$ cat config.mk
export PLATFORM = sky130hd
export DESIGN_NAME = srs_queue
export DESIGN_NICKNAME = d
export VERILOG_FILES = /design/src/rtl/core/srs_pkg.sv /design/src/rtl/core/srs_queue.sv
export SDC_FILE = /design/constraint.sdc
export NUM_CORES = 1
export LEC_CHECK = 0
export BUFFER_PORTS_ARGS = -buffer_cell sky130_fd_sc_hd__buf_2
export CORE_MARGIN = 2
export CORE_UTILIZATION = 30
export CTS_CLUSTER_DIAMETER = 80
export DETAILED_ROUTE_END_ITERATION = 6
export MAX_ROUTING_LAYER = met4
export PLACE_DENSITY = 0.56
export SLEW_MARGIN = 10
export SYNTH_ARGS = -nofsm -noshare
export SYNTH_HDL_FRONTEND = slang
export SYNTH_SLANG_ARGS = --single-unit
$ cat constraint.sdc
create_clock -name clk -period 4.57 [get_ports clk]
set_clock_uncertainty 0.1 [all_clocks]
set_input_delay 0.457 -clock clk [delete_from_list [all_inputs] [get_ports clk]]
set_output_delay 0.457 -clock clk [all_outputs]
set_load 0.01 [all_outputs]
$ cat src/rtl/core/srs_pkg.sv
// ----------------------------------------------------------------------------
// srs_pkg
// Shared constants, codes and types of the rotating sprite sampler.
// ----------------------------------------------------------------------------
package srs_pkg;

  localparam int SRS_SRC_W_MAX     = 64;
  localparam int SRS_SRC_H_MAX     = 16;
  localparam int SRS_BOX_MAX       = 64;
  localparam int SRS_COLOR_BITS    = 4;
  localparam int SRS_QUEUE_DEPTH   = 8;
  localparam int SRS_KIND_BITS     = 2;

  localparam logic OP_LOAD   = 1'b0;
  localparam logic OP_SAMPLE = 1'b1;

  localparam logic [2:0] CFG_COS    = 3'd0;
  localparam logic [2:0] CFG_SIN    = 3'd1;
  localparam logic [2:0] CFG_WIDTH  = 3'd2;
  localparam logic [2:0] CFG_HEIGHT = 3'd3;
  localparam logic [2:0] CFG_BOX    = 3'd4;

  typedef enum logic [SRS_KIND_BITS-1:0] {
    KIND_LOAD,
    KIND_BLANK,
    KIND_PROBE
  } srs_kind_t;

  typedef enum logic [2:0] {
    BK_CLEAR,
    BK_IDLE,
    BK_CHK0,
    BK_CHK1,
    BK_CHK2
  } srs_bk_state_t;

  typedef struct packed {
    logic [15:0] cos_coeff;
    logic [15:0] sin_coeff;
    logic [6:0]  src_width;
    logic [4:0]  src_height;
    logic [6:0]  box_size;
  } srs_cfg_t;

  // queue entry: kind, three in-range flags, color, three addresses
  function automatic int srs_entry_bits(input int cb, input int aw);
    return SRS_KIND_BITS + 3 + cb + 3 * aw;
  endfunction

endpackage

$ cat src/rtl/core/srs_queue.sv
// ----------------------------------------------------------------------------
// srs_queue
// Small register queue between the front and back parts.
// ----------------------------------------------------------------------------
module srs_queue #(
  parameter int DW    = 8,
  parameter int DEPTH = srs_pkg::SRS_QUEUE_DEPTH,
  localparam int PW = $clog2(DEPTH),
  localparam int LW = $clog2(DEPTH + 1)
) (
  input  logic          clk,
  input  logic          rst_n,
  input  logic          push,
  input  logic [DW-1:0] push_data,
  input  logic          pop,
  output logic          empty,
  output logic [LW-1:0] level,
  output logic [DW-1:0] head
);
  import srs_pkg::*;

  logic [DW-1:0] slot_r [DEPTH];
  logic [PW-1:0] wr_ptr_r;
  logic [PW-1:0] wr_ptr_nxt;
  logic [PW-1:0] rd_ptr_r;
  logic [PW-1:0] rd_ptr_nxt;
  logic [LW-1:0] count_r;
  logic [LW-1:0] count_nxt;

  always_comb begin
    wr_ptr_nxt = wr_ptr_r;
    rd_ptr_nxt = rd_ptr_r;
    count_nxt  = count_r;
    if (push) begin
      wr_ptr_nxt = (wr_ptr_r == PW'(DEPTH - 1)) ? '0 : wr_ptr_r + 1'b1;
    end
    if (pop) begin
      rd_ptr_nxt = (rd_ptr_r == PW'(DEPTH - 1)) ? '0 : rd_ptr_r + 1'b1;
    end
    if (push && !pop) begin
      count_nxt = count_r + 1'b1;
    end else if (pop && !push) begin
      count_nxt = count_r - 1'b1;
    end
  end

  always_ff @(posedge clk) begin
    if (!rst_n) begin
      wr_ptr_r <= '0;
      rd_ptr_r <= '0;
      count_r  <= '0;
    end else begin
      wr_ptr_r <= wr_ptr_nxt;
      rd_ptr_r <= rd_ptr_nxt;
      count_r  <= count_nxt;
    end
  end

  always_ff @(posedge clk) begin
    if (push) begin
      slot_r[wr_ptr_r] <= push_data;
    end
  end

  assign empty = (count_r == '0);
  assign level = count_r;
  assign head  = slot_r[rd_ptr_r];

`ifndef SYNTH
  a_no_overflow: assert property (@(posedge clk) disable iff (!rst_n)
    push |-> (count_r != LW'(DEPTH)))
    else $error("queue push while full");
  a_no_underflow: assert property (@(posedge clk) disable iff (!rst_n)
    pop |-> (count_r != '0))
    else $error("queue pop while empty");
  a_count_bound: assert property (@(posedge clk) disable iff (!rst_n)
    count_r <= LW'(DEPTH))
    else $error("queue count out of bound");
`endif

endmodule

==> results.toml <==
[placed_design]
dp.final_hpwl_mm = 3.20
place.gp.congestion = 0.678
dp_slack_ns = 1.95
placedInstanceArea_sq_um = 3370
port-buffer-count = 24
dp_cells = 319

[detailed_routing]
drt_pre_antenna_iters = 4
antenna_left = 0
drt-total-wl_mm = 5.29
avgRoutedWirePerCell_microns = 15.8
route.vias.total = 1482
drt_iter0_drc = 68
route.detailed.drc = 0
avgViaCountPerCell = 4.42

[yosys]
synth_largest_type_area_fraction_pct = 61.5
syn_avg_cell_area_sq_um = 18.8
postSynthRegisterBits = 77
synth_warn = 0
mappedNetlistNets = 186
post_synth_num_cell_types = 28
post-synth-top-area-cell = "sky130_fd_sc_hd__edfxtp_1"
synth.area.top_cells = "sky130_fd_sc_hd__edfxtp_1, sky130_fd_sc_hd__mux4_1, sky130_fd_sc_hd__dfxtp_1"
synth.cell_area_sq_um = 3130
ys_seq_area_share_pct = 69.8
syn_inst = 166

[floorplanning]
floorplan.die.width_microns = 106
io_pins = 25
dieArea_sq_um = 11300
initial_core_util_pct = 30.5
fp.coreArea_sq_um = 10200
rows = 37
chipHeight_microns = 106

[timing]
maxClockFrequency_mhz = 343
maxSlewHeadroom_pct = 34.7
finalCriticalPeriod_ns = 2.91
totalNegativeSetupSlack_ns = 0
worst-slew-pin-transition_ns = 0.976
fin_crit_sh_pct = 63.7
report.final.setup_viol = 0
post-route-worst-setup-slack_ns = 1.66
rsz0062_at_grt = "no"
max_slew_violations = 0
hold_viol = 0

[cts]
clkLatencyLatePin_ns = 0.33
root_buffer = "sky130_fd_sc_hd__clkbuf_8"
cts_hold_buf = 0
clkSinkCount = 77
cts_buffer_depth = 2
postCtsSetupRepairBufs = 0
clk_transition_reported_paths_ns = 0.08
cts-buffers-inserted = 9
postCtsResizedCells = 0
htree_num_levels = 3
tritoncts = "yes"

[global_routing]
grt_first_pass_wirelength_mm = 8.52
antenna_found_initial = 0
grt_max_degree = 17
global_route.usage.total_pct = 10.8
first_global_vias = 1528
grt_remaining_overflow = 0

[cells_and_area]
final_design_area_no_fill_sq_um = 3600
layout.cells.most_common_list = "sky130_fd_sc_hd__edfxtp_1, sky130_fd_sc_hd__buf_2, sky130_fd_sc_hd__mux4_1"
layout-drive-gt1-share_pct = 25.1
layout_commonest_cell = "sky130_fd_sc_hd__edfxtp_1"
diodes = 0
final_cell_count_no_fill = 335
syn2layout_area_growth_pct = 15.1
nNetsFinal = 214

[worst_setup_path]
critical_path.max_fanout = 16
cp-start-kind = "register"
critical_path_arrival_ns = 2.35
timing_worst_setup_path_type = "reg -> out"
worstPathRequired_ns = 4.01
endpoint_kind = "primary output"

[power]
power_per_cell_area_nw_per_um2 = 415
leakage_nw = 1.24
report.power.total_mw = 1.49
irDropWorstVdd_mv = 0.147

[min_path]
min_path_type = "in -> reg"

[outcome]
result_of_the_run = "finished clean"

[run]
drv_cap = 0
-- final timing paths --
check	start	end	slack (ns)	depth (start not counted)
worst max-delay path	register	head[2]	1.66	3
worst min-delay path	push_data[4]	slot_r[2][4]	0.28	1
worst max register to register	wr_ptr_r[2]	slot_r[6][2]	2.76	2
worst min register to register	level[3]	level[3]	0.40	2
-- state kept, by name, summed over array words and instances, names as in the netlist, named ones only --
name,cells
rd_ptr_r,3
level,4
slot_r,64
wr_ptr_r,3
-- cell type report --
class / instances / area (sq um)
flip-flops and latches: 77 / 2180
clock buffers: 9 / 124
inverters: 3 / 11.3
repair buffers: 24 / 120
fillers: 957 / 6640
clock inverters: 7 / 97.6
well taps: 136 / 170
multi-input cells: 79 / 891
-- logic make-up after synthesis --
group	after synthesis	share of synthesized area, %
mux	28	17.5
simple gates	33	5.24
compound gates	8	1.44
buf+inv	10	2.00
fa+ha+maj	8	3.44
xor+xnor	2	0.561
flops	77	69.8
-- synthesized netlist by cell type --
master                     number
sky130_fd_sc_hd__a211oi_1       1
sky130_fd_sc_hd__a21oi_1        3
sky130_fd_sc_hd__a31oi_1        1
sky130_fd_sc_hd__and2_1         4
sky130_fd_sc_hd__buf_1          1
sky130_fd_sc_hd__buf_12         1
sky130_fd_sc_hd__buf_2          1
sky130_fd_sc_hd__buf_6          1
sky130_fd_sc_hd__clkbuf_1       3
sky130_fd_sc_hd__dfxtp_1       13
sky130_fd_sc_hd__edfxtp_1      64
sky130_fd_sc_hd__fa_1           1
sky130_fd_sc_hd__ha_1           7
sky130_fd_sc_hd__inv_1          3
sky130_fd_sc_hd__mux2_2         8
sky130_fd_sc_hd__mux2i_1        4
sky130_fd_sc_hd__mux4_1        15
sky130_fd_sc_hd__mux4_2         1
sky130_fd_sc_hd__nand2_1        7
sky130_fd_sc_hd__nand2b_1       4
sky130_fd_sc_hd__nand3_1        1
sky130_fd_sc_hd__nor2_1         8
sky130_fd_sc_hd__nor2b_1        5
sky130_fd_sc_hd__nor3_1         3
sky130_fd_sc_hd__nor4_1         1
sky130_fd_sc_hd__o21ai_0        2
sky130_fd_sc_hd__o22ai_1        1
sky130_fd_sc_hd__xnor2_1        2
-- critical path: stages, from the launching register on --
cell and delay [ns]:
sky130_fd_sc_hd__dfxtp_1 0.92, sky130_fd_sc_hd__mux4_1 0.64, sky130_fd_sc_hd__mux2_2 0.31, sky130_fd_sc_hd__buf_2 0.15
-- metrics by stage --
| step | utilization (%) | hold slack (ns) |
|---|---|---|
| 6_report | 35.1 | 0.281 |
| 4_1_cts | 35.1 | 0.265 |
| 5_1_grt | 35.1 | 0.267 |
| 2_1_floorplan | - | 0.401 |
| 3_3_place_gp | 33.0 | 0.371 |
| 3_5_place_dp | 33.0 | 0.391 |
-- report_power, final --
group          leakage, nW  total (mW)  switching, mW  internal, mW
combinational        0.447       0.127         0.0608        0.0665
clock                0.108       0.562          0.252         0.310
sequential           0.688       0.804         0.0226         0.782
-- routing by layer --
metal / GRT usage (%) / wire length (microns)
met4: 5.36 / 51
met1: 14.1 / 2560
met3: 3.07 / 201
met2: 15.3 / 2480
met5: - / 0
(Power assumes the default switching activity.)
