===== src/rtl/core/srs_pkg.sv =====
// ----------------------------------------------------------------------------
// srs_pkg
// Shared constants, codes and types of the rotating sprite sampler.
// ----------------------------------------------------------------------------
package srs_pkg;

  localparam int SRS_SRC_W_MAX     = 64;
  localparam int SRS_SRC_H_MAX     = 16;
  localparam int SRS_BOX_MAX       = 64;
  localparam int SRS_COLOR_BITS    = 4;
  localparam int SRS_QUEUE_DEPTH   = 8;
  localparam int SRS_KIND_BITS     = 2;

  localparam logic OP_LOAD   = 1'b0;
  localparam logic OP_SAMPLE = 1'b1;

  localparam logic [2:0] CFG_COS    = 3'd0;
  localparam logic [2:0] CFG_SIN    = 3'd1;
  localparam logic [2:0] CFG_WIDTH  = 3'd2;
  localparam logic [2:0] CFG_HEIGHT = 3'd3;
  localparam logic [2:0] CFG_BOX    = 3'd4;

  typedef enum logic [SRS_KIND_BITS-1:0] {
    KIND_LOAD,
    KIND_BLANK,
    KIND_PROBE
  } srs_kind_t;

  typedef enum logic [2:0] {
    BK_CLEAR,
    BK_IDLE,
    BK_CHK0,
    BK_CHK1,
    BK_CHK2
  } srs_bk_state_t;

  typedef struct packed {
    logic [15:0] cos_coeff;
    logic [15:0] sin_coeff;
    logic [6:0]  src_width;
    logic [4:0]  src_height;
    logic [6:0]  box_size;
  } srs_cfg_t;

  // queue entry: kind, three in-range flags, color, three addresses
  function automatic int srs_entry_bits(input int cb, input int aw);
    return SRS_KIND_BITS + 3 + cb + 3 * aw;
  endfunction

endpackage


===== src/rtl/core/srs_front.sv =====
// ----------------------------------------------------------------------------
// srs_front
// Accepts items, rotates sample coordinates and builds queue entries.
// ----------------------------------------------------------------------------
module srs_front #(
  parameter int SRC_W_MAX  = srs_pkg::SRS_SRC_W_MAX,
  parameter int SRC_H_MAX  = srs_pkg::SRS_SRC_H_MAX,
  parameter int BOX_MAX    = srs_pkg::SRS_BOX_MAX,
  parameter int COLOR_BITS = srs_pkg::SRS_COLOR_BITS,
  localparam int AW = $clog2(SRC_W_MAX * SRC_H_MAX),
  localparam int EW = srs_pkg::srs_entry_bits(COLOR_BITS, AW)
) (
  input  logic               clk,
  input  logic               rst_n,
  input  srs_pkg::srs_cfg_t  cfg,
  input  logic               take,
  input  logic               in_operation,
  input  logic [5:0]         in_pos_x,
  input  logic [5:0]         in_pos_y,
  input  logic [3:0]         in_texel_color,
  output logic               push,
  output logic [EW-1:0]      push_data,
  output logic [1:0]         pend
);
  import srs_pkg::*;

  typedef struct packed {
    srs_kind_t               kind;
    logic [2:0]              ok;
    logic [COLOR_BITS-1:0]   color;
    logic [AW-1:0]           addr2;
    logic [AW-1:0]           addr1;
    logic [AW-1:0]           addr0;
  } ent_t;

  localparam logic [AW-1:0] W_C = AW'(SRC_W_MAX);

  function automatic logic x_ok(input logic signed [13:0] x, input logic [13:0] lim);
    return !x[13] && ($unsigned(x) < lim);
  endfunction

  function automatic logic [AW-1:0] map_addr(input logic signed [13:0] x,
                                             input logic signed [13:0] y);
    return AW'(y) * W_C + AW'(x);
  endfunction

  logic [13:0]            w_lim;
  logic [13:0]            h_lim;
  logic [8:0]             b_lim;
  logic                   is_sample;
  logic                   ld_ok;
  logic                   in_box;
  logic signed [8:0]      dx2;
  logic signed [8:0]      dy2;

  logic                   s1_v_r;
  logic                   s1_v_nxt;
  srs_kind_t              s1_kind_r;
  srs_kind_t              s1_kind_nxt;
  logic signed [24:0]     s1_pcx_r;
  logic signed [24:0]     s1_psy_r;
  logic signed [24:0]     s1_psx_r;
  logic signed [24:0]     s1_pcy_r;
  logic [AW-1:0]          s1_addr_r;
  logic [COLOR_BITS-1:0]  s1_color_r;

  logic signed [27:0]     sx;
  logic signed [27:0]     sy;

  logic                   s2_v_r;
  srs_kind_t              s2_kind_r;
  logic signed [12:0]     s2_ix_r;
  logic signed [12:0]     s2_iy_r;
  logic [AW-1:0]          s2_addr_r;
  logic [COLOR_BITS-1:0]  s2_color_r;

  logic signed [13:0]     xa;
  logic signed [13:0]     xb;
  logic signed [13:0]     ya;
  logic signed [13:0]     yb;
  ent_t                   ent;

  // effective sizes
  always_comb begin
    w_lim = ({7'd0, cfg.src_width} > 14'(SRC_W_MAX)) ? 14'(SRC_W_MAX)
                                                      : {7'd0, cfg.src_width};
    h_lim = ({9'd0, cfg.src_height} > 14'(SRC_H_MAX)) ? 14'(SRC_H_MAX)
                                                       : {9'd0, cfg.src_height};
    b_lim = ({2'd0, cfg.box_size} > 9'(BOX_MAX)) ? 9'(BOX_MAX) : {2'd0, cfg.box_size};
  end

  // stage 1: classify and multiply
  always_comb begin
    is_sample   = (in_operation == OP_SAMPLE);
    ld_ok       = (14'(in_pos_x) < w_lim) && (14'(in_pos_y) < h_lim);
    in_box      = (9'(in_pos_x) < b_lim) && (9'(in_pos_y) < b_lim);
    dx2         = $signed({2'b00, in_pos_x, 1'b1}) - $signed({2'b00, cfg.box_size});
    dy2         = $signed({2'b00, in_pos_y, 1'b1}) - $signed({2'b00, cfg.box_size});
    s1_v_nxt    = take && (is_sample || ld_ok);
    if (!is_sample) begin
      s1_kind_nxt = KIND_LOAD;
    end else if (in_box) begin
      s1_kind_nxt = KIND_PROBE;
    end else begin
      s1_kind_nxt = KIND_BLANK;
    end
  end

  // stage 2: sum and floor
  always_comb begin
    sx = $signed({7'd0, cfg.src_width, 14'd0}) + 28'(s1_pcx_r) + 28'(s1_psy_r);
    sy = $signed({9'd0, cfg.src_height, 14'd0}) - 28'(s1_psx_r) + 28'(s1_pcy_r);
  end

  always_ff @(posedge clk) begin
    if (!rst_n) begin
      s1_v_r <= 1'b0;
      s2_v_r <= 1'b0;
    end else begin
      s1_v_r <= s1_v_nxt;
      s2_v_r <= s1_v_r;
    end
  end

  always_ff @(posedge clk) begin
    s1_kind_r  <= s1_kind_nxt;
    s1_pcx_r   <= $signed(cfg.cos_coeff) * dx2;
    s1_psy_r   <= $signed(cfg.sin_coeff) * dy2;
    s1_psx_r   <= $signed(cfg.sin_coeff) * dx2;
    s1_pcy_r   <= $signed(cfg.cos_coeff) * dy2;
    s1_addr_r  <= map_addr(14'(in_pos_x), 14'(in_pos_y));
    s1_color_r <= COLOR_BITS'(in_texel_color);
    s2_kind_r  <= s1_kind_r;
    s2_ix_r    <= sx[27:15];
    s2_iy_r    <= sy[27:15];
    s2_addr_r  <= s1_addr_r;
    s2_color_r <= s1_color_r;
  end

  // stage 3: neighbour range checks and addresses
  always_comb begin
    xa        = 14'(s2_ix_r);
    ya        = 14'(s2_iy_r);
    xb        = xa + 14'sd1;
    yb        = ya + 14'sd1;
    ent.kind  = s2_kind_r;
    ent.color = s2_color_r;
    if (s2_kind_r == KIND_LOAD) begin
      ent.ok    = 3'b000;
      ent.addr0 = s2_addr_r;
      ent.addr1 = s2_addr_r;
      ent.addr2 = s2_addr_r;
    end else begin
      ent.ok[0] = x_ok(xa, w_lim) && x_ok(ya, h_lim);
      ent.ok[1] = x_ok(xb, w_lim) && x_ok(ya, h_lim);
      ent.ok[2] = x_ok(xa, w_lim) && x_ok(yb, h_lim);
      ent.addr0 = map_addr(xa, ya);
      ent.addr1 = map_addr(xb, ya);
      ent.addr2 = map_addr(xa, yb);
    end
  end

  assign push      = s2_v_r;
  assign push_data = ent;
  assign pend      = {1'b0, s1_v_r} + {1'b0, s2_v_r};

endmodule


===== config.mk =====
export PLATFORM = sky130hd
export DESIGN_NAME = srs_front
export DESIGN_NICKNAME = d
export VERILOG_FILES = /design/src/rtl/core/srs_pkg.sv /design/src/rtl/core/srs_front.sv
export SDC_FILE = /design/constraint.sdc
export NUM_CORES = 2
export LEC_CHECK = 0
export BUFFER_PORTS_ARGS = -buffer_cell sky130_fd_sc_hd__buf_2
export CORE_MARGIN = 2
export CORE_UTILIZATION = 35
export DETAILED_ROUTE_END_ITERATION = 8
export SYNTH_ARGS = -nofsm -noshare
export SYNTH_HDL_FRONTEND = slang
export SYNTH_SLANG_ARGS = --single-unit
export TNS_END_PERCENT = 10

===== constraint.sdc =====
create_clock -name clk -period 7.6 [get_ports clk]
set_input_delay 1.52 -clock clk [delete_from_list [all_inputs] [get_ports clk]]
set_output_delay 1.52 -clock clk [all_outputs]
set_load 0.05 [all_outputs]

==> run_results.csv <==
group,metric,value,unit
layout,drive_above_1_share,7.85,%
clock_tree,clk_latency,0.45,ns
status,outcome,"completed",
clock_tree,clock-sinks,150,
yosys,ys.flop_type,"dfxtp_1",
timing,finClkSkew,0.0106,ns
timing,finalCritPeriodShare,92.9,%
clock_tree,cts_inserted_buffers,17,
timing,fmaxAchievable,142,MHz
yosys,yosys_warnings,0,
grt,overflow,0,
worst_setup_path,cp_slowest_cell,"fa_1",
yosys,syn-instance-count,2874,
floorplan,io_pins,113,
yosys,ys_seq_area_share,11.6,%
timing,final.min_clock_period,7.06,ns
worst_setup_path,crit_arrival,7.44,ns
floorplan,die_area,75800,um2
clock_tree,clockBufferDepth,2,
route,firstDrtPassIters,5,
route,drc,0,
route,routedWlPerCell,15.7,um
route,ant_nets,0,
yosys,synthArstFlopShare,0,%
route,routed_wl,61800,um
worst_setup_path,cpPeakStageDelay,0.54,ns
grt,grt_first_pass_wirelength,103000,um
worst_setup_path,path_buf_inv,6,
timing,worst_slew_pin_slew,0.940,ns
grt,grt_max_degree,34,
grt,antenna_found_initial,8,
clock_tree,h-tree-depth,4,
floorplan,start_util,35.3,%
timing,setup_tns,0,ns
flow_run,drv_cap,0,
route,vias_per_cell,4.73,
worst_setup_path,startpoint_type,"primary input",
floorplan,core_area,73000,um2
placement,dpl_worst_slack,0.0704,ns
yosys,synth_fp_nets,3697,
layout,final_cells,3945,
placement,gp_congestion,0.883,
yosys,syn_avg_cell_area,8.97,um2
worst_setup_path,rrSetupSlack,4.53,ns
timing,setup_violations,0,
clock_tree,clk_pin_slew,0.07,ns
timing,rsz0062_at_grt,"false",
placement,dp.cells,3909,
placement,hpwl,52500,um
timing,hold_violations,0,
yosys,synth_edf_count,0,
worst_setup_path,end_kind,"flop",
min_path,worstHoldPathType,"reg -> reg",
worst_setup_path,required,7.98,ns
timing,relSlewSlack,36.5,%
grt,first_global_vias,19200,
layout,num-nets-final,3792,
clock_tree,cts_setup_buffers,0,
clock_tree,tritoncts,"done",
worst_setup_path,crit_family,"adder cells",
yosys,synth_area,25800,um2
floorplan,die_h,275,um
clock_tree,hold_buffers,0,
floorplan,core.rowCount,99,
yosys,synthDistinctLibCells,59,
worst_setup_path,cp_max_fo,4,
floorplan,die_x,275,um
yosys,synth_seq_cells,150,
layout,area.growth.synth_to_final,10.0,%
timing,drv_slew,0,
route,dr_total_vias,18700,
timing,fin_ws,0.540,ns
route,drt_iter0_drc,846,
grt,track_usage,17.2,%
clock_tree,cts_root_buf,"clkbuf_16",
clock_tree,postCtsResizedCells,0,
worst_setup_path,crit_type,"in -> reg",
placement,portBuffers,112,
[through the flow]
stage / hold slack (ns) / cell area (um2) / utilization [%]
floorplan: 0.310 / 25800 / -
global placement: 0.310 / 27700 / 38.0
detailed placement: 0.312 / 27700 / 38.0
CTS: 0.327 / 28300 / 38.9
global route: 0.326 / 28400 / 38.9
finish: 0.326 / 28400 / 38.9
[state kept, by name, indices dropped and copies added, names as in the netlist]
| register | count |
|---|---|
| s1_pcy_r | 24 |
| s2_color_r | 4 |
| s1_color_r | 4 |
| s2_ix_r | 11 |
| s2_iy_r | 11 |
| s1_psy_r | 23 |
| s1_pcx_r | 23 |
| s2_addr_r | 10 |
| s1_psx_r | 24 |
| push | 1 |
| s1_v_r | 1 |
| s1_kind_r | 2 |
| s1_addr_r | 10 |
| s2_kind_r | 2 |
[final cells by class]
cell class                      count  area [um2]
Sequential cell                   150        3000
Antenna cell                        4        10.0
Inverter                          610        2290
Multi-Input combinational cell   2021       20200
Fill cell                        7385       44600
Tap cell                          959        1200
Timing Repair Buffer              169        1080
Clock inverter                     15         179
Clock buffer                       17         425
[per-layer routing]
metal / GRT usage [%] / up-vias / part of all wire [%]
met5: 0 / - / 0.087
met2: 29.7 / 280 / 49
met1: 22.7 / 9251 / 46
met4: 5.01 / 8 / 2.5
li1: - / 9058 / -
met3: 1.91 / 61 / 3.1
[cells in the final DEF (no fill, tap or decap), types with 67 or more instances in the layout]
master,n
and2_1,219
xnor2_1,94
buf_2,112
nand2_1,197
inv_1,610
o21ai_0,67
ha_1,323
dfxtp_1,150
nor2b_1,105
fa_1,429
a21oi_1,98
nor2_1,147
[synth_stat cells (13+ instances only)]
| master | instances | area (um2) |
|---|---|---|
| o21bai_1 | 14 | 105 |
| nor2_1 | 147 | 552 |
| clkbuf_1 | 87 | 327 |
| fa_1 | 429 | 8590 |
| nand2_1 | 197 | 739 |
| dfxtp_1 | 150 | 3000 |
| nor2b_1 | 105 | 657 |
| nand2b_1 | 21 | 131 |
| o21ai_0 | 67 | 335 |
| or2_2 | 13 | 81.3 |
| nand3_1 | 24 | 120 |
| xor2_1 | 27 | 236 |
| inv_1 | 610 | 2290 |
| ha_1 | 323 | 4040 |
| and2_1 | 219 | 1370 |
| a21o_1 | 59 | 443 |
| xnor2_1 | 100 | 876 |
| o21a_1 | 22 | 165 |
| a211oi_1 | 25 | 188 |
| a21oi_1 | 98 | 490 |
[cells by family after synthesis]
group | after synthesis | synth area share (%)
multiplexers | 5 | 0.204
AO/OA/AOI/OAI | 346 | 8.69
flip-flops | 150 | 11.6
AND/OR/NAND/NOR | 791 | 15.8
adder cells (fa/ha/maj) | 752 | 49.0
XOR/XNOR | 127 | 4.31
buffers and inverters | 703 | 10.3
[worst paths after layout]
kind,cells after the start,from,end
min reg2reg,0,s1_addr_r[8],s2_addr_r[8]
min,0,s1_addr_r[8],s2_addr_r[8]
max,26,in_pos_y[0],s1_pcy_r[17]
max reg2reg,8,s1_psy_r[14],s2_ix_r[10]
[worst register-to-register path: cells and delay by family, from the launching register on]
kind            cells  cell delay (ns)
compound gates      4             1.46
fa+ha+maj           2             0.80
flops               1             0.38
simple gates        2             0.34
Power is left out: the tool's default activity adds up to more than one toggle a clock period on the data nets, which glitch-free logic cannot reach.
