[src/rtl/core/srs_pkg.sv]
// ----------------------------------------------------------------------------
// srs_pkg
// Shared constants, codes and types of the rotating sprite sampler.
// ----------------------------------------------------------------------------
package srs_pkg;

  localparam int SRS_SRC_W_MAX     = 64;
  localparam int SRS_SRC_H_MAX     = 16;
  localparam int SRS_BOX_MAX       = 64;
  localparam int SRS_COLOR_BITS    = 4;
  localparam int SRS_QUEUE_DEPTH   = 8;
  localparam int SRS_KIND_BITS     = 2;

  localparam logic OP_LOAD   = 1'b0;
  localparam logic OP_SAMPLE = 1'b1;

  localparam logic [2:0] CFG_COS    = 3'd0;
  localparam logic [2:0] CFG_SIN    = 3'd1;
  localparam logic [2:0] CFG_WIDTH  = 3'd2;
  localparam logic [2:0] CFG_HEIGHT = 3'd3;
  localparam logic [2:0] CFG_BOX    = 3'd4;

  typedef enum logic [SRS_KIND_BITS-1:0] {
    KIND_LOAD,
    KIND_BLANK,
    KIND_PROBE
  } srs_kind_t;

  typedef enum logic [2:0] {
    BK_CLEAR,
    BK_IDLE,
    BK_CHK0,
    BK_CHK1,
    BK_CHK2
  } srs_bk_state_t;

  typedef struct packed {
    logic [15:0] cos_coeff;
    logic [15:0] sin_coeff;
    logic [6:0]  src_width;
    logic [4:0]  src_height;
    logic [6:0]  box_size;
  } srs_cfg_t;

  // queue entry: kind, three in-range flags, color, three addresses
  function automatic int srs_entry_bits(input int cb, input int aw);
    return SRS_KIND_BITS + 3 + cb + 3 * aw;
  endfunction

endpackage

[src/rtl/core/srs_back.sv]
// ----------------------------------------------------------------------------
// srs_back
// Owns the sprite store: clears it, performs loads and probe reads.
// ----------------------------------------------------------------------------
module srs_back #(
  parameter int SRC_W_MAX  = srs_pkg::SRS_SRC_W_MAX,
  parameter int SRC_H_MAX  = srs_pkg::SRS_SRC_H_MAX,
  parameter int COLOR_BITS = srs_pkg::SRS_COLOR_BITS,
  localparam int DEPTH = SRC_W_MAX * SRC_H_MAX,
  localparam int AW    = $clog2(DEPTH),
  localparam int EW    = srs_pkg::srs_entry_bits(COLOR_BITS, AW)
) (
  input  logic          clk,
  input  logic          rst_n,
  input  logic          q_empty,
  input  logic [EW-1:0] q_data,
  output logic          q_pop,
  output logic          clearing,
  output logic          out_strobe,
  output logic [3:0]    out_pixel_color
);
  import srs_pkg::*;

  typedef struct packed {
    srs_kind_t               kind;
    logic [2:0]              ok;
    logic [COLOR_BITS-1:0]   color;
    logic [AW-1:0]           addr2;
    logic [AW-1:0]           addr1;
    logic [AW-1:0]           addr0;
  } ent_t;

  logic [COLOR_BITS-1:0] mem [DEPTH];
  logic [COLOR_BITS-1:0] rdata_r;

  srs_bk_state_t         state_r;
  srs_bk_state_t         state_nxt;
  logic [AW-1:0]         clr_r;
  logic [AW-1:0]         clr_nxt;
  ent_t                  head;
  ent_t                  ent_r;
  logic                  ent_ld;
  logic                  okcur_r;
  logic                  okcur_nxt;
  logic                  out_strobe_r;
  logic                  out_strobe_nxt;
  logic [3:0]            out_pixel_r;
  logic [3:0]            out_pixel_nxt;
  logic                  mem_we;
  logic [AW-1:0]         mem_addr;
  logic [COLOR_BITS-1:0] mem_wdata;
  logic [COLOR_BITS-1:0] probe_d;

  assign head    = q_data;
  assign probe_d = okcur_r ? rdata_r : '0;

  // next state
  always_comb begin
    state_nxt = state_r;
    case (state_r)
      BK_CLEAR: begin
        if (clr_r == AW'(DEPTH - 1)) begin
          state_nxt = BK_IDLE;
        end
      end
      BK_IDLE: begin
        if (!q_empty && head.kind == KIND_PROBE) begin
          state_nxt = BK_CHK0;
        end
      end
      BK_CHK0: begin
        state_nxt = (probe_d != '0) ? BK_IDLE : BK_CHK1;
      end
      BK_CHK1: begin
        state_nxt = (probe_d != '0) ? BK_IDLE : BK_CHK2;
      end
      BK_CHK2: begin
        state_nxt = BK_IDLE;
      end
      default: begin
        state_nxt = BK_IDLE;
      end
    endcase
  end

  // outputs
  always_comb begin
    mem_we         = 1'b0;
    mem_addr       = '0;
    mem_wdata      = '0;
    q_pop          = 1'b0;
    out_strobe_nxt = 1'b0;
    out_pixel_nxt  = out_pixel_r;
    okcur_nxt      = okcur_r;
    ent_ld         = 1'b0;
    clr_nxt        = clr_r;
    case (state_r)
      BK_CLEAR: begin
        mem_we   = 1'b1;
        mem_addr = clr_r;
        clr_nxt  = clr_r + 1'b1;
      end
      BK_IDLE: begin
        if (!q_empty) begin
          q_pop = 1'b1;
          case (head.kind)
            KIND_LOAD: begin
              mem_we    = 1'b1;
              mem_addr  = head.addr0;
              mem_wdata = head.color;
            end
            KIND_BLANK: begin
              out_strobe_nxt = 1'b1;
              out_pixel_nxt  = '0;
            end
            KIND_PROBE: begin
              mem_addr  = head.addr0;
              okcur_nxt = head.ok[0];
              ent_ld    = 1'b1;
            end
            default: begin
            end
          endcase
        end
      end
      BK_CHK0: begin
        if (probe_d != '0) begin
          out_strobe_nxt = 1'b1;
          out_pixel_nxt  = 4'(probe_d);
        end else begin
          mem_addr  = ent_r.addr1;
          okcur_nxt = ent_r.ok[1];
        end
      end
      BK_CHK1: begin
        if (probe_d != '0) begin
          out_strobe_nxt = 1'b1;
          out_pixel_nxt  = 4'(probe_d);
        end else begin
          mem_addr  = ent_r.addr2;
          okcur_nxt = ent_r.ok[2];
        end
      end
      BK_CHK2: begin
        out_strobe_nxt = 1'b1;
        out_pixel_nxt  = 4'(probe_d);
      end
      default: begin
      end
    endcase
  end

  always_ff @(posedge clk) begin
    if (!rst_n) begin
      state_r      <= BK_CLEAR;
      clr_r        <= '0;
      out_strobe_r <= 1'b0;
    end else begin
      state_r      <= state_nxt;
      clr_r        <= clr_nxt;
      out_strobe_r <= out_strobe_nxt;
    end
  end

  always_ff @(posedge clk) begin
    okcur_r     <= okcur_nxt;
    out_pixel_r <= out_pixel_nxt;
    if (ent_ld) begin
      ent_r <= head;
    end
  end

  // single-port sprite store
  always_ff @(posedge clk) begin
    if (mem_we) begin
      mem[mem_addr] <= mem_wdata;
    end
    rdata_r <= mem[mem_addr];
  end

  assign clearing        = (state_r == BK_CLEAR);
  assign out_strobe      = out_strobe_r;
  assign out_pixel_color = out_pixel_r;

`ifndef SYNTH
  a_clear_no_pop: assert property (@(posedge clk) disable iff (!rst_n)
    (state_r == BK_CLEAR) |-> !q_pop)
    else $error("queue popped during clear");
  a_probe_no_write: assert property (@(posedge clk) disable iff (!rst_n)
    (state_r == BK_CHK0 || state_r == BK_CHK1 || state_r == BK_CHK2) |-> !mem_we)
    else $error("store written during probe");
  a_clear_no_result: assert property (@(posedge clk) disable iff (!rst_n)
    (state_r == BK_CLEAR) |=> !out_strobe_r)
    else $error("result during clear");
`endif

endmodule
[config.mk]
export PLATFORM = sky130hd
export DESIGN_NAME = srs_back
export DESIGN_NICKNAME = d
export VERILOG_FILES = /design/src/rtl/core/srs_pkg.sv /design/src/rtl/core/srs_back.sv
export SDC_FILE = /design/constraint.sdc
export NUM_CORES = 2
export LEC_CHECK = 0
export ABC_CLOCK_PERIOD_IN_PS = 17000
export BUFFER_PORTS_ARGS = -buffer_cell sky130_fd_sc_hd__buf_2
export CELL_PAD_IN_SITES_DETAIL_PLACEMENT = 1
export CELL_PAD_IN_SITES_GLOBAL_PLACEMENT = 1
export CORE_ASPECT_RATIO = 0.5
export CORE_UTILIZATION = 49
export DETAILED_ROUTE_END_ITERATION = 12
export GPL_TIMING_DRIVEN = 0
export PLACE_DENSITY_LB_ADDON = 0.1
export REMOVE_ABC_BUFFERS = 1
export SYNTH_ARGS = -nofsm -noshare
export SYNTH_HDL_FRONTEND = slang
export SYNTH_SLANG_ARGS = --single-unit
[constraint.sdc]
create_clock -name clk -period 17 [get_ports clk]
set_input_delay 1.7 -clock clk [delete_from_list [all_inputs] [get_ports clk]]
set_output_delay 1.7 -clock clk [all_outputs]
set_load 0.05 [all_outputs]
==> impl_summary.log <==
INFO  metric run_status = finished, violations left
INFO  metric failed_checks = capacitance limit, slew limit
INFO  metric detail_route.drc_violations = 0
INFO  metric flow.area_growth_from_synthesis = 14.5%
INFO  metric critical_path.slowest_cell = nor4b_4
INFO  metric rsz_0062_raised_after_global_routing = false
INFO  metric synth-simple-area-share = just under 9%
INFO  metric synth.yosys.warnings = 0
INFO  metric fp.dieArea = around 340000 sq um
INFO  metric dp.final_hpwl = 402000 microns
INFO  metric timing.critical_path.max_delay_family = compound AO/OA/AOI/OAI gates
INFO  metric setup_tns_final = 0 ns
INFO  metric routed_wire_length_per_instance = around 39 microns
INFO  metric worst_setup_hold_path_clk_slew = about 0.06 ns
INFO  metric leakage_power_figure = between 0.05 and 0.06 uW
INFO  metric critical_path_fanouts_max = between 50 and 60
INFO  metric gp_congestion = ~0.84
INFO  metric synth-async-reset-ratio = 0%
INFO  metric yosys.area_share.adder = less than 1%
INFO  metric cts_hold_repair.buffers = 0
INFO  metric critPathCaptureType = flop
INFO  metric port_buffers = 48
INFO  metric fillerInstances = slightly above 30000
INFO  metric via_count = between 100k and 150k
INFO  metric detail_route.first_pass.iterations = 6
INFO  metric grt_pass1_vias = 105000
INFO  metric grt_first_pass_wirelength = ~850000 microns
INFO  metric worstMarginPinSlew = 1.79 ns
INFO  metric synth-compound-area-share = 6.16%
INFO  metric cts_tree = yes
INFO  metric report.final.slew_viol_count = 15
INFO  metric post-cts-setup-buffers = 0
INFO  metric holdCritPathClass = flop to flop
INFO  metric ir_worst_vdd = around 0.073 mV
INFO  metric finish.instance_area = about 190000 sq um
INFO  metric core-area = 335000 sq um
INFO  metric global_route.usage.total = 36.1%
INFO  metric max-slew-margin-rel = -19.5%
INFO  metric timing.setup.critical_path_class = input pin to flop
INFO  metric floorplan.initialDensity = between 40% and 50%
INFO  metric mappedNetlistArea = approximately 170000 sq um
INFO  metric avgSynthCellArea = ~15 sq um
INFO  metric num-nets-final = 11100
INFO  metric gr-total-overflow = 0
INFO  metric post-place-ws = approximately 6.9 ns
INFO  metric setup-violations-final = 0
INFO  metric max_stage_delay = approximately 0.82 ns
INFO  metric fin_worst_skew = just over 0.05 ns
INFO  metric timing.final.ws_setup = ~8.5 ns
INFO  metric fp-row-count = 150
INFO  metric grt_start_max_net_pins = 90
INFO  metric tritoncts_sink_count = around 4100
INFO  metric worstPathRequired = 17.88 ns
INFO  metric number_of_antenna_violations_at_the_first_check_in_global_routing = ~90
INFO  metric cts-root-buf = clkbuf_16
INFO  metric register_area_share_after_synthesis = roughly 75%
INFO  metric max-cap-violations = 3
INFO  metric synth_seq_cells = just over 4000
INFO  metric route.detailed.vias_per_inst = between 6 and 7
INFO  metric post_route_cells_drive_above_1_share = 11.4%
INFO  metric finalCritPeriodShare = between 40% and 50%
INFO  metric syn-instance-count = about 11000
INFO  metric share_of_cell_area_taken_by_muxes_after_synthesis = 7.27%
INFO  metric regToRegSetupSlack = 8.60 ns
INFO  metric die_width = just over 800 microns
INFO  metric cp_num_buf_inv = 11
INFO  metric synthFlopType = edfxtp_1
INFO  metric worst-r2r-cell-count = 20
INFO  metric ios = 49
INFO  metric clock_latency = 0.96 ns
INFO  metric clk_path_buf_depth = 4
INFO  metric cts_resized = 0
INFO  metric yosysUniqueCellTypes = 87
INFO  metric route.final.wire_length = between 600000 and 700000 microns
INFO  metric cts_bufs_inserted = between 300 and 400
INFO  metric worstHoldPathCells = 2
INFO  metric power.density = 111 nW/um^2
INFO  metric worstSetupStartpointType = input pin
INFO  metric critical_path.cell_chain = buf_2 > nor4b_4 > a32o_4 > buf_16 > or3_4 > buf_16 > buf_16 > buf_16 > nand4_1 > buf_8 > buf_8 > buf_8 > buf_8 > buf_6 > o22ai_1 > nor4_2 > buf_4 > a21oi_2 > o31ai_2 > a311o_1 > a22oi_1
INFO  metric detailedRoute.firstIterationViolations = about 18000
INFO  metric report.final.hold_viol_count = 0
INFO  metric cts-htree-levels = 5
INFO  metric yosys.area_share.xor_xnor = less than 1%
INFO  metric die_height = slightly above 400 microns
INFO  metric cp.arrival = roughly 9.4 ns
INFO  metric cp.depth = 21
INFO  metric synth_enable_flop_cells = 4123
INFO  metric placedInstanceArea = around 180000 sq um
INFO  metric post-route-min-period = approximately 8.5 ns
INFO  metric final_antenna_net_count = 0
INFO  metric synth_top_family_by_area = simple AND/OR/NAND/NOR gates
INFO  metric clock.fmax = ~0.12 GHz
-- tightest hold or removal path: stages, from the launching register on --
cell      delay, ns
dfxtp_1        0.34
o21ai_0        0.08
a21boi_0       0.07
-- cell usage in the layout (no fill, tap or decap), types with 35 or more instances in the layout --
cell type and n:
o22ai_1 330, buf_8 120, bufinv_16 37, nand2_1 1666
clkbuf_16 385, nand2_4 36, a211oi_1 35, diode_2 63
buf_12 57, buf_16 229, clkinv_1 80, a32oi_1 36
nor3_1 39, mux4_2 153, o21ai_0 67, clkbuf_1 60
nor4_1 121, nand3_1 310, a21oi_1 490, a311oi_1 84
nand4_1 66, clkinv_2 74, and3_1 81, a221oi_1 46
o32ai_1 36, mux2i_1 854, nor2_1 1065, buf_2 49
edfxtp_1 4123, a22oi_1 100, a31oi_1 78
-- cell families after synthesis --
kind of cell,Yosys count
adder cells (fa/ha/maj),1
multiplexers,1009
buffers and inverters,808
XOR/XNOR,7
AO/OA/AOI/OAI,1538
AND/OR/NAND/NOR,3516
flip-flops,4141
-- final cells by class --
cell class	count	area [sq um]	share of cell area, %
clock inverter	205	1910	1.01
multi-input combinational	6071	37800	20.0
antenna	63	158	0.0832
timing repair buffer	498	9900	5.23
clock buffer	445	9860	5.20
inverter	5	18.8	0.00991
tap	4484	5610	2.96
sequential	4141	124000	65.5
-- state kept, by name (all words and copies together), names as in the netlist --
register         flops
out_pixel_color      4
out_strobe           1
rdata_r              4
ent_r               22
mem               4096
state_r              3
okcur_r              1
clr_r               10
-- stage by stage --
| step | power, uW | hold WS, ns | instances | utilization (%) |
|---|---|---|---|---|
| finish | 20900 | 0.547 | 15900 | 56.5 |
| global route | 21300 | 0.588 | 15900 | 56.5 |
| CTS | 20900 | 0.543 | 15800 | 56.5 |
| detailed placement | 12500 | 0.532 | 15200 | 52.9 |
| global placement | 15200 | 0.501 | 14700 | 49.9 |
| floorplan | 13500 | 0.477 | 10200 | - |
-- Yosys cell counts (all sizes together), types with 25 or more instances --
cell type  count  share of area [%]
a211oi        42               0.20
a21oi        492                1.5
a221oi        49               0.26
a22o          27               0.14
a22oi        100               0.45
a311oi        85               0.45
a31oi         80               0.30
a32oi         36               0.19
and2          26              0.098
and3          84               0.32
buf          529                1.9
clkbuf       274               0.62
edfxtp      4123                 75
mux2i        854                5.2
mux4         153                2.1
nand2       1714                3.9
nand3        313               0.95
nand4         71               0.29
nor2        1089                2.5
nor3          46               0.16
nor4         123               0.47
o21ai         71               0.21
o22ai        330                1.2
o31a          25               0.13
o32ai         36               0.19
-- power breakdown --
part	switching (uW)	leakage (uW)	internal [uW]
clock	3880	0.00579	4690
combinational	866	0.0208	443
sequential	4.36	0.0303	11100
-- worst paths after layout --
kind | from | endpoint
min | clr_r[9] | clr_r[9]
max reg2reg | state_r[0] | rdata_r[0]
min reg2reg | clr_r[9] | clr_r[9]
max | q_empty | rdata_r[0]
-- per-layer routing --
metal | global-route usage, % | routed length [microns] | vias to the layer above
met4 | 15.9 | 30800 | 32
met2 | 52.7 | 270000 | 7162
li1 | - | - | 42400
met1 | 51.0 | 241000 | 56100
met5 | 0 | 225 | -
met3 | 10.2 | 82500 | 1422
Power figures use the tool's default switching activity.
